**src/rtl/ptns_pkg.sv**
```systemverilog
`default_nettype none
// ---------------------------------------------------------------------------
// ptns_pkg
// Shared types, register codes and the MIDI boundary table of the note
// segmenter.
// ---------------------------------------------------------------------------
package ptns_pkg;

    // configuration register indexes
    localparam logic [7:0] CFG_MIN_FRAMES = 8'd0;
    localparam logic [7:0] CFG_CONF_DIV   = 8'd1;

    localparam logic [15:0] MIN_FRAMES_RST = 16'd10;
    localparam logic [15:0] CONF_DIV_RST   = 16'd100;
    localparam logic [15:0] COUNT_MAX      = 16'hFFFF;

    localparam int NOTE_COUNT = 127;
    localparam logic [63:0] NOTE_SCALE = 64'd1000000000;

    // boundary base values, 110 Hz * 2^(j/24) for odd j, scaled by 1e9
    localparam logic [63:0] BASE_BOUNDARY [12] = '{
        64'd113223246031, 64'd119955850593, 64'd127088796655, 64'd134645889759,
        64'd142652351012, 64'd151134901221, 64'd160121850112, 64'd169643190795,
        64'd179730699857, 64'd190418043417, 64'd201740889505, 64'd213737027052
    };

    typedef logic [31:0] t_thr_tab [NOTE_COUNT];

    // lower boundary of each note 1..127, rounded up to Q12.4 steps
    function automatic t_thr_tab f_build_thr();
        t_thr_tab    tab;
        int          pos;
        int          sh;
        int          sel;
        logic [63:0] v;
        for (int i = 0; i < NOTE_COUNT; i++) begin
            pos = 2 * i + 7;
            sh  = pos / 24;
            sel = ((pos % 24) - 1) / 2;
            v   = ((BASE_BOUNDARY[sel] << sh) + NOTE_SCALE - 64'd1) / NOTE_SCALE;
            tab[i] = v[31:0];
        end
        return tab;
    endfunction

    localparam t_thr_tab MIDI_THR = f_build_thr();

    // datapath operations issued by the controller
    typedef enum logic [3:0] {
        OP_IDLE,
        OP_MUL_SS,
        OP_MUL_NQLO,
        OP_MUL_NQHI,
        OP_MUL_NN,
        OP_MUL_DEN,
        OP_SUB,
        OP_QCHK,
        OP_QSTEP,
        OP_MSTEP,
        OP_NSTEP,
        OP_LOAD
    } t_dp_op;

    typedef struct packed {
        logic   frame;   // take the input frame this cycle
        t_dp_op op;
    } t_dp_cmd;

    typedef struct packed {
        logic emit;      // the open run is long enough to give a note
        logic voiced;    // the offered frame carries a pitch
    } t_dp_stat;

endpackage
`default_nettype wire

```
**src/rtl/ptns_ctrl.sv**
```systemverilog
`default_nettype none
// ---------------------------------------------------------------------------
// ptns_ctrl
// Sequencer: takes frames, and on a closing frame walks the datapath through
// the multiply, divide and note search steps, then hands the record out.
// ---------------------------------------------------------------------------
module ptns_ctrl (
    input  wire                 i_clk,
    input  wire                 i_rst_n,
    input  wire                 i_in_valid,
    output logic                o_in_ready,
    output logic                o_out_valid,
    input  wire                 i_out_ready,
    input  ptns_pkg::t_dp_stat  i_stat,
    output ptns_pkg::t_dp_cmd   o_cmd
);
    import ptns_pkg::*;

    typedef enum logic [3:0] {
        S_IDLE, S_SS, S_NQLO, S_NQHI, S_NN, S_DEN, S_SUB,
        S_QCHK, S_QDIV, S_MDIV, S_NOTE, S_OUT
    } t_state;

    t_state     r_state, n_state;
    logic [3:0] r_cnt, n_cnt;
    logic       r_out_valid, n_out_valid;
    logic       load_ok;

    assign load_ok     = !r_out_valid || i_out_ready;
    assign o_in_ready  = (r_state == S_IDLE);
    assign o_out_valid = r_out_valid;

    // command decode
    always_comb begin
        o_cmd.frame = (r_state == S_IDLE) && i_in_valid;
        unique case (r_state)
            S_IDLE:  o_cmd.op = OP_IDLE;
            S_SS:    o_cmd.op = OP_MUL_SS;
            S_NQLO:  o_cmd.op = OP_MUL_NQLO;
            S_NQHI:  o_cmd.op = OP_MUL_NQHI;
            S_NN:    o_cmd.op = OP_MUL_NN;
            S_DEN:   o_cmd.op = OP_MUL_DEN;
            S_SUB:   o_cmd.op = OP_SUB;
            S_QCHK:  o_cmd.op = OP_QCHK;
            S_QDIV:  o_cmd.op = OP_QSTEP;
            S_MDIV:  o_cmd.op = OP_MSTEP;
            S_NOTE:  o_cmd.op = OP_NSTEP;
            S_OUT:   o_cmd.op = load_ok ? OP_LOAD : OP_IDLE;
            default: o_cmd.op = OP_IDLE;
        endcase
    end

    // next state
    always_comb begin
        n_state     = r_state;
        n_cnt       = r_cnt;
        n_out_valid = r_out_valid && !i_out_ready;
        unique case (r_state)
            S_IDLE: begin
                if (i_in_valid && i_stat.emit && !i_stat.voiced) n_state = S_SS;
            end
            S_SS:   n_state = S_NQLO;
            S_NQLO: n_state = S_NQHI;
            S_NQHI: n_state = S_NN;
            S_NN:   n_state = S_DEN;
            S_DEN:  n_state = S_SUB;
            S_SUB:  n_state = S_QCHK;
            S_QCHK: begin
                n_state = S_QDIV;
                n_cnt   = 4'd7;
            end
            S_QDIV: begin
                n_cnt = r_cnt - 4'd1;
                if (r_cnt == 4'd0) begin
                    n_state = S_MDIV;
                    n_cnt   = 4'd15;
                end
            end
            S_MDIV: begin
                n_cnt = r_cnt - 4'd1;
                if (r_cnt == 4'd0) begin
                    n_state = S_NOTE;
                    n_cnt   = 4'd6;
                end
            end
            S_NOTE: begin
                n_cnt = r_cnt - 4'd1;
                if (r_cnt == 4'd0) n_state = S_OUT;
            end
            S_OUT: begin
                if (load_ok) begin
                    n_state     = S_IDLE;
                    n_out_valid = 1'b1;
                end
            end
            default: n_state = S_IDLE;
        endcase
    end

    always_ff @(posedge i_clk) begin
        if (!i_rst_n) begin
            r_state     <= S_IDLE;
            r_cnt       <= 4'd0;
            r_out_valid <= 1'b0;
        end else begin
            r_state     <= n_state;
            r_cnt       <= n_cnt;
            r_out_valid <= n_out_valid;
        end
    end

endmodule
`default_nettype wire

```
**src/rtl/ptns_datapath.sv**
```systemverilog
`default_nettype none
// ---------------------------------------------------------------------------
// ptns_datapath
// Run accumulators, shared 32x32 multiplier, serial dividers, note search
// and the output record register.
// ---------------------------------------------------------------------------
module ptns_datapath #(
    parameter int FRAME_INDEX_BITS = 16
) (
    input  wire                 i_clk,
    input  wire                 i_rst_n,
    input  ptns_pkg::t_dp_cmd   i_cmd,
    output ptns_pkg::t_dp_stat  o_stat,
    input  wire [15:0]          i_pitch,
    input  wire                 i_curve_start,
    input  wire                 i_cfg_we,
    input  wire [7:0]           i_cfg_index,
    input  wire [15:0]          i_cfg_data,
    output logic [15:0]         o_start_frame,
    output logic [15:0]         o_end_frame,
    output logic [15:0]         o_mean_pitch,
    output logic [8:0]          o_confidence,
    output logic [6:0]          o_midi_note
);
    import ptns_pkg::*;

    localparam logic [FRAME_INDEX_BITS-1:0] IDX_MAX = '1;

    // configuration
    logic [15:0] r_min_frames;
    logic [15:0] r_conf_div;

    // run state
    logic                        r_in_run;
    logic [FRAME_INDEX_BITS-1:0] r_idx;
    logic [FRAME_INDEX_BITS-1:0] r_start;
    logic [FRAME_INDEX_BITS-1:0] r_end;
    logic [15:0]                 r_count;
    logic [31:0]                 r_sum;
    logic [47:0]                 r_sq;

    // note computation
    logic [63:0] r_prod, r_ss, r_acc, r_num, r_rem;
    logic [47:0] r_den;
    logic [54:0] r_dsh;
    logic        r_qsat;
    logic [7:0]  r_q;
    logic [31:0] r_mrem;
    logic [30:0] r_mdsh;
    logic [15:0] r_mean;
    logic [6:0]  r_note, r_nbit;

    logic                        eff_run;
    logic [FRAME_INDEX_BITS-1:0] idx;
    logic [31:0]                 pitch_sq;
    logic [31:0]                 mul_a, mul_b;
    logic [15:0]                 div_eff;
    logic [6:0]                  cand, cand_m1;
    logic [31:0]                 start_ext, end_ext;

    assign eff_run = r_in_run && !i_curve_start;
    assign idx     = i_curve_start ? '0 : r_idx;
    assign pitch_sq = 32'(i_pitch) * 32'(i_pitch);
    assign o_stat.voiced = (i_pitch != 16'd0);
    assign o_stat.emit   = eff_run && (r_count >= r_min_frames);
    assign div_eff = (r_conf_div == 16'd0) ? 16'd1 : r_conf_div;
    assign cand    = r_note | r_nbit;
    assign cand_m1 = cand - 7'd1;

    // configuration writes
    always_ff @(posedge i_clk) begin
        if (!i_rst_n) begin
            r_min_frames <= MIN_FRAMES_RST;
            r_conf_div   <= CONF_DIV_RST;
        end else if (i_cfg_we) begin
            unique case (i_cfg_index)
                CFG_MIN_FRAMES: r_min_frames <= i_cfg_data;
                CFG_CONF_DIV:   r_conf_div   <= i_cfg_data;
                default: ;
            endcase
        end
    end

    // frame intake and run accumulation
    always_ff @(posedge i_clk) begin
        if (!i_rst_n) begin
            r_in_run <= 1'b0;
            r_idx    <= '0;
        end else if (i_cmd.frame) begin
            r_idx <= (idx == IDX_MAX) ? idx : idx + FRAME_INDEX_BITS'(1);
            if (i_pitch != 16'd0) begin
                if (!eff_run) begin
                    r_in_run <= 1'b1;
                    r_start  <= idx;
                    r_count  <= 16'd1;
                    r_sum    <= {16'd0, i_pitch};
                    r_sq     <= {16'd0, pitch_sq};
                end else if (r_count != COUNT_MAX) begin
                    r_count <= r_count + 16'd1;
                    r_sum   <= r_sum + {16'd0, i_pitch};
                    r_sq    <= r_sq + {16'd0, pitch_sq};
                end
            end else begin
                r_in_run <= 1'b0;
                r_end    <= idx;
            end
        end
    end

    // shared multiplier operand select
    always_comb begin
        mul_a = '0;
        mul_b = '0;
        case (i_cmd.op)
            OP_MUL_SS:   begin mul_a = r_sum;             mul_b = r_sum;              end
            OP_MUL_NQLO: begin mul_a = {16'd0, r_count};  mul_b = {8'd0, r_sq[23:0]};  end
            OP_MUL_NQHI: begin mul_a = {16'd0, r_count};  mul_b = {8'd0, r_sq[47:24]}; end
            OP_MUL_NN:   begin mul_a = {16'd0, r_count};  mul_b = {16'd0, r_count};   end
            OP_MUL_DEN:  begin mul_a = r_prod[31:0];      mul_b = {16'd0, div_eff};   end
            default: ;
        endcase
    end

    // note sequence: products, variance quotient, mean, note search
    always_ff @(posedge i_clk) begin
        r_prod <= 64'(mul_a) * 64'(mul_b);
        case (i_cmd.op)
            OP_MUL_NQLO: r_ss  <= r_prod;
            OP_MUL_NQHI: r_acc <= r_prod;
            OP_MUL_NN:   r_acc <= r_acc + (r_prod << 24);
            OP_SUB: begin
                r_den <= r_prod[47:0];
                r_num <= r_acc - r_ss;
            end
            OP_QCHK: begin
                r_qsat <= (r_num >= {8'd0, r_den, 8'd0});
                r_rem  <= r_num;
                r_dsh  <= {r_den, 7'd0};
                r_q    <= 8'd0;
                r_mrem <= r_sum;
                r_mdsh <= {r_count, 15'd0};
                r_mean <= 16'd0;
                r_note <= 7'd0;
                r_nbit <= 7'b1000000;
            end
            OP_QSTEP: begin
                if (r_rem >= {9'd0, r_dsh}) begin
                    r_rem <= r_rem - {9'd0, r_dsh};
                    r_q   <= {r_q[6:0], 1'b1};
                end else begin
                    r_q   <= {r_q[6:0], 1'b0};
                end
                r_dsh <= r_dsh >> 1;
            end
            OP_MSTEP: begin
                if (r_mrem >= {1'b0, r_mdsh}) begin
                    r_mrem <= r_mrem - {1'b0, r_mdsh};
                    r_mean <= {r_mean[14:0], 1'b1};
                end else begin
                    r_mean <= {r_mean[14:0], 1'b0};
                end
                r_mdsh <= r_mdsh >> 1;
            end
            OP_NSTEP: begin
                // thresholds rise with note number, so search bit by bit
                if (MIDI_THR[cand_m1] <= {16'd0, r_mean}) r_note <= cand;
                r_nbit <= r_nbit >> 1;
            end
            default: ;
        endcase
    end

    // output record
    assign start_ext = 32'(r_start);
    assign end_ext   = 32'(r_end);

    always_ff @(posedge i_clk) begin
        if (i_cmd.op == OP_LOAD) begin
            o_start_frame <= start_ext[15:0];
            o_end_frame   <= end_ext[15:0];
            o_mean_pitch  <= r_mean;
            o_confidence  <= r_qsat ? 9'd0 : 9'd256 - {1'b0, r_q};
            o_midi_note   <= r_note;
        end
    end

endmodule
`default_nettype wire

```
**src/rtl/pitch_track_note_segmenter.sv**
```systemverilog
`default_nettype none
// ---------------------------------------------------------------------------
// pitch_track_note_segmenter
// Splits a pitch track into voiced runs and emits one note record per run
// that closes on an unvoiced frame and is long enough.
// ---------------------------------------------------------------------------
//  channel   dir  handshake                        payload
//  s_axis    in   i_s_axis_tvalid/o_s_axis_tready  tdata pitch, tuser curve start
//  m_axis    out  o_m_axis_tvalid/i_m_axis_tready  tdata note record
//  cfg       in   i_cfg_valid/o_cfg_ready          i_cfg_index, i_cfg_data
//
//  A frame that closes no note leaves the input ready. A frame that closes a
//  note keeps the input stalled while the note is worked out: 5 passes
//  of the shared multiplier, subtract and range check, 8 quotient steps,
//  16 mean steps and 7 note search steps, then the record loads. The load
//  waits while the previous record is still unread. Reset is synchronous
//  and active low.
// ---------------------------------------------------------------------------
module pitch_track_note_segmenter #(
    parameter int FRAME_INDEX_BITS = 16
) (
    input  wire         i_clk,
    input  wire         i_rst_n,
    input  wire         i_s_axis_tvalid,
    output logic        o_s_axis_tready,
    input  wire [15:0]  i_s_axis_tdata,   // [15:0] frame_pitch
    input  wire [0:0]   i_s_axis_tuser,   // [0] curve_start
    output logic        o_m_axis_tvalid,
    input  wire         i_m_axis_tready,
    output logic [63:0] o_m_axis_tdata,   // [15:0] start_frame, [31:16] end_frame,
                                          // [47:32] mean_pitch, [56:48] confidence,
                                          // [63:57] midi_note
    input  wire         i_cfg_valid,
    output logic        o_cfg_ready,
    input  wire [7:0]   i_cfg_index,
    input  wire [15:0]  i_cfg_data
);
    import ptns_pkg::*;

    t_dp_cmd  cmd;
    t_dp_stat stat;

    assign o_cfg_ready = 1'b1;

    ptns_ctrl u_ctrl (
        .i_clk       (i_clk),
        .i_rst_n     (i_rst_n),
        .i_in_valid  (i_s_axis_tvalid),
        .o_in_ready  (o_s_axis_tready),
        .o_out_valid (o_m_axis_tvalid),
        .i_out_ready (i_m_axis_tready),
        .i_stat      (stat),
        .o_cmd       (cmd)
    );

    ptns_datapath #(
        .FRAME_INDEX_BITS (FRAME_INDEX_BITS)
    ) u_dp (
        .i_clk         (i_clk),
        .i_rst_n       (i_rst_n),
        .i_cmd         (cmd),
        .o_stat        (stat),
        .i_pitch       (i_s_axis_tdata),
        .i_curve_start (i_s_axis_tuser[0]),
        .i_cfg_we      (i_cfg_valid),
        .i_cfg_index   (i_cfg_index),
        .i_cfg_data    (i_cfg_data),
        .o_start_frame (o_m_axis_tdata[15:0]),
        .o_end_frame   (o_m_axis_tdata[31:16]),
        .o_mean_pitch  (o_m_axis_tdata[47:32]),
        .o_confidence  (o_m_axis_tdata[56:48]),
        .o_midi_note   (o_m_axis_tdata[63:57])
    );

endmodule
`default_nettype wire
```
**config.mk**
```make
export PLATFORM = sky130hd
export DESIGN_NAME = pitch_track_note_segmenter
export DESIGN_NICKNAME = d
export VERILOG_FILES = /design/src/rtl/ptns_pkg.sv /design/src/rtl/ptns_ctrl.sv /design/src/rtl/ptns_datapath.sv /design/src/rtl/pitch_track_note_segmenter.sv
export SDC_FILE = /design/constraint.sdc
export NUM_CORES = 2
export LEC_CHECK = 0
export BUFFER_PORTS_ARGS = -buffer_cell sky130_fd_sc_hd__buf_2
export CORE_AREA = 2 2 447 449
export CTS_BUF_LIST = sky130_fd_sc_hd__clkbuf_4
export CTS_CLUSTER_SIZE = 20
export DETAILED_ROUTE_END_ITERATION = 6
export DIE_AREA = 0 0 449 451
export SETUP_SLACK_MARGIN = 0.3
export SYNTH_ARGS = -nofsm -noshare
export SYNTH_HDL_FRONTEND = slang
export SYNTH_SLANG_ARGS = --single-unit
```
**constraint.sdc**
```tcl
create_clock -name i_clk -period 17.87 [get_ports i_clk]
set_input_delay 3.574 -clock i_clk [delete_from_list [all_inputs] [get_ports i_clk]]
set_output_delay 3.574 -clock i_clk [all_outputs]
set_load 0.02 [all_outputs]
```
==> results.py <==
metrics = {
    "setup_path": {
        "r2r-end": "u_dp.r_prod[63]$_DFF_P_",
        "cp_max_fo": 47,
        "cp_slowest_stage_delay_ns": 0.99,
        "required_ns": 19.00,
        "startpoint_type": "primary input",
        "worstSetupPathType": "primary input to flip-flop",
        "r2r_cells": 32,
        "reg2reg_from": "u_ctrl.r_state[3]$_SDFFE_PN0P_",
        "startpoint": "i_m_axis_tready",
        "crit_slowest_cell": "clkinv_1",
        "endpoint_kind": "flip-flop",
        "arrival_ns": 14.18,
        "ff2ff_setup_slack_ns": 6.10,
        "critPathCapture": "u_dp.r_prod[63]$_DFF_P_",
        "cpMostUsedCell": "fa_1",
    },
    "die": {
        "core_area_mm2": 0.198,
        "die_area_mm2": 0.202,
        "io_pins": 113,
        "start_util_pct": 43.6,
        "num_rows": 164,
        "die_w_um": 449,
        "die_h_um": 451,
    },
    "cts": {
        "cts_hold_buf": 0,
        "cts_tree": "done",
        "cts_buffers": 210,
        "clock_sinks": 775,
        "insertion_delay_ns": 1.26,
        "clock_path_buffers": 3,
        "clk_root_buffer_cell": "clkbuf_4",
        "cts.clk_slew.worst_paths_ns": 0.06,
        "cts-resized-gates": 0,
        "ctsHtreeMaxLevel": 4,
        "post_cts_buffers": 0,
    },
    "yosys": {
        "syn-num-nets": 11200,
        "syn_area_mm2": 0.0864,
        "ys_async_sr_fraction_pct": 0,
        "synth-edff-count": 653,
        "synthFlopType": "edfxtp_1",
        "ys_types": 102,
        "ys_ff_latch": 775,
        "syn_avg_cell_area_um2": 9.15,
        "yosysTopAreaCellShare_pct": 24.7,
        "yosys_warnings": 0,
        "yosysTopAreaCell": "fa_1",
        "ys_seq_area_share_pct": 25.5,
        "yosys-top-cells-area": "fa_1 25%, edfxtp_1 23%, ha_1 10%, inv_1 6.5%, nand2_1 5.1%",
        "syn-instance-count": 9441,
    },
    "sta": {
        "fmax_mhz": 76.7,
        "worstMarginPinSlew_ns": 1.29,
        "relSlewSlack_pct": 13.9,
        "period_minus_slack_ns": 13.04,
        "timing.final.crit_share_pct": 73.0,
        "finalSetupViolCount": 0,
        "fin_setup_tns_ns": 0,
        "final_hold_viol_count": 0,
        "rsz0062_at_grt": "false",
        "skew_ns": 0.110,
        "slew_violations": 0,
    },
    "power_and_ir_drop": {
        "peakVddDrop_mv": 0.344,
        "power_leakage_nw": 42.7,
        "power_density_mw_per_mm2": 153,
        "fin_total_pwr_mw": 14.1,
    },
    "drt": {
        "drtIter0Drc": 5606,
        "drc": 0,
        "num_vias": 68100,
        "drt-pass1-iter-count": 6,
        "drt-total-wl_mm": 270,
        "drtAntennaViolNets": 0,
        "vias_per_cell": 5.55,
        "wl_per_cell_um": 22.0,
    },
    "grt": {
        "grt_overflow": 0,
        "grt_pass1_vias": 70300,
        "grt_max_degree": 112,
        "grtUsageTotal_pct": 26.6,
        "antenna_found_initial": 12,
        "grt_pass1_wl_mm": 415,
    },
    "final_layout": {
        "layout.cells.non_filler": 12300,
        "post-route-util_pct": 46.6,
        "final_common_cell": "inv_1",
        "layout-drive-gt1-share_pct": 6.96,
        "final_area_mm2": 0.0924,
        "area_delta_synth_final_pct": 6.98,
        "layout.cells.most_common_list": "1,504 x inv_1, 1,175 x nand2_1, 1,065 x fa_1",
        "finalNetCount": 11200,
    },
    "flow_run": {
        "max_cap_viol_count": 0,
    },
    "worst_hold_path": {
        "hold_class": "flip-flop to flip-flop",
    },
    "placed_design": {
        "hpwl_mm": 212,
        "dp_cells": 11900,
        "placed_area_mm2": 0.0895,
        "port_buffers": 111,
        "place_congestion": 0.993,
    },
    "status": {
        "outcome": "finished, final reports clean",
    },
}
-- worst max-delay path: cells and delay by family --
kind	cells	cell delay (ns)
adder cells (fa/ha/maj)	9	4.21
AO/OA/AOI/OAI	12	3.48
AND/OR/NAND/NOR	5	1.67
buffers and inverters	4	1.21
-- Yosys cell counts (142+ instances only) --
cell type and number:
edfxtp_1 653, ha_1 695, nor2_1 949, nand2_1 1179
fa_1 1065, clkbuf_1 342, inv_1 1504, a21oi_1 423
xor2_1 142, a21o_1 207, xnor2_1 226, o21ai_0 465
-- cells by family (layout without fill, tap and decap cells) --
logic type | count (synthesis) | count (layout) | share of synthesized area (%)
AO/OA/AOI/OAI | 1672 | 1672 | 12.2
multiplexers | 50 | 50 | 0.662
flip-flops | 775 | 775 | 25.5
buffers and inverters | 1958 | 2138 | 8.66
AND/OR/NAND/NOR | 2857 | 2857 | 14.4
other | 1 | 10 | 0.00434
adder cells (fa/ha/maj) | 1760 | 1760 | 34.7
XOR/XNOR | 368 | 368 | 3.73
-- state kept, by name, indices dropped and copies added, names as in the netlist, 31 cells and up --
register     flops
u_dp.r_num      64
u_dp.r_dsh      55
u_dp.r_prod     64
u_dp.r_mdsh     31
u_dp.r_acc      64
u_dp.r_sum      32
u_dp.r_rem      64
u_dp.r_ss       64
u_dp.r_mrem     32
u_dp.r_den      48
u_dp.r_sq       48
-- metrics by stage --
step / setup slack (ns) / hold slack [ns]
6_report: 4.83 / 0.420
3_5_place_dp: 3.78 / 0.405
4_1_cts: 5.17 / 0.420
5_1_grt: 4.55 / 0.425
2_1_floorplan: 4.88 / 0.400
3_3_place_gp: 3.92 / 0.404
-- layer usage --
metal | share of wire [%] | vias to the layer above | global-route usage, %
met5 | 0.019 | - | 0
met4 | 5.5 | 4 | 13.3
met3 | 8.2 | 671 | 5.48
met2 | 45 | 2827 | 42.5
met1 | 41 | 33500 | 34.4
li1 | - | 31100 | -
-- worst min path at each step --
stage                                           to                startpoint  cells past startpoint
CTS                  u_dp.o_end_frame[1]$_DFFE_PN_   u_dp.r_end[1]$_DFFE_PP_                      0
detailed placement   u_dp.o_end_frame[0]$_DFFE_PN_   u_dp.r_end[0]$_DFFE_PP_                      0
global placement    u_dp.o_end_frame[11]$_DFFE_PN_  u_dp.r_end[11]$_DFFE_PP_                      0
global route        u_dp.o_end_frame[15]$_DFFE_PN_  u_dp.r_end[15]$_DFFE_PP_                      0
finish              u_dp.o_end_frame[14]$_DFFE_PN_  u_dp.r_end[14]$_DFFE_PP_                      0
floorplan            u_dp.o_end_frame[0]$_DFFE_PN_   u_dp.r_end[0]$_DFFE_PP_                      0
-- report_power, final --
group          switching (mW)  internal [mW]
clock                   0.791          0.904
sequential              0.283           2.40
combinational            6.05           3.69
-- cell type report --
| type | count | area [um^2] |
|---|---|---|
| clock inverter | 72 | 478 |
| tap | 2656 | 3320 |
| fill | 19300 | 106000 |
| inverter | 1511 | 5670 |
| clock buffer | 323 | 2420 |
| antenna | 9 | 22.5 |
| sequential | 775 | 22100 |
| multi-input combinational | 6708 | 57000 |
| timing repair buffer | 232 | 1460 |
(Power assumes the default switching activity.)
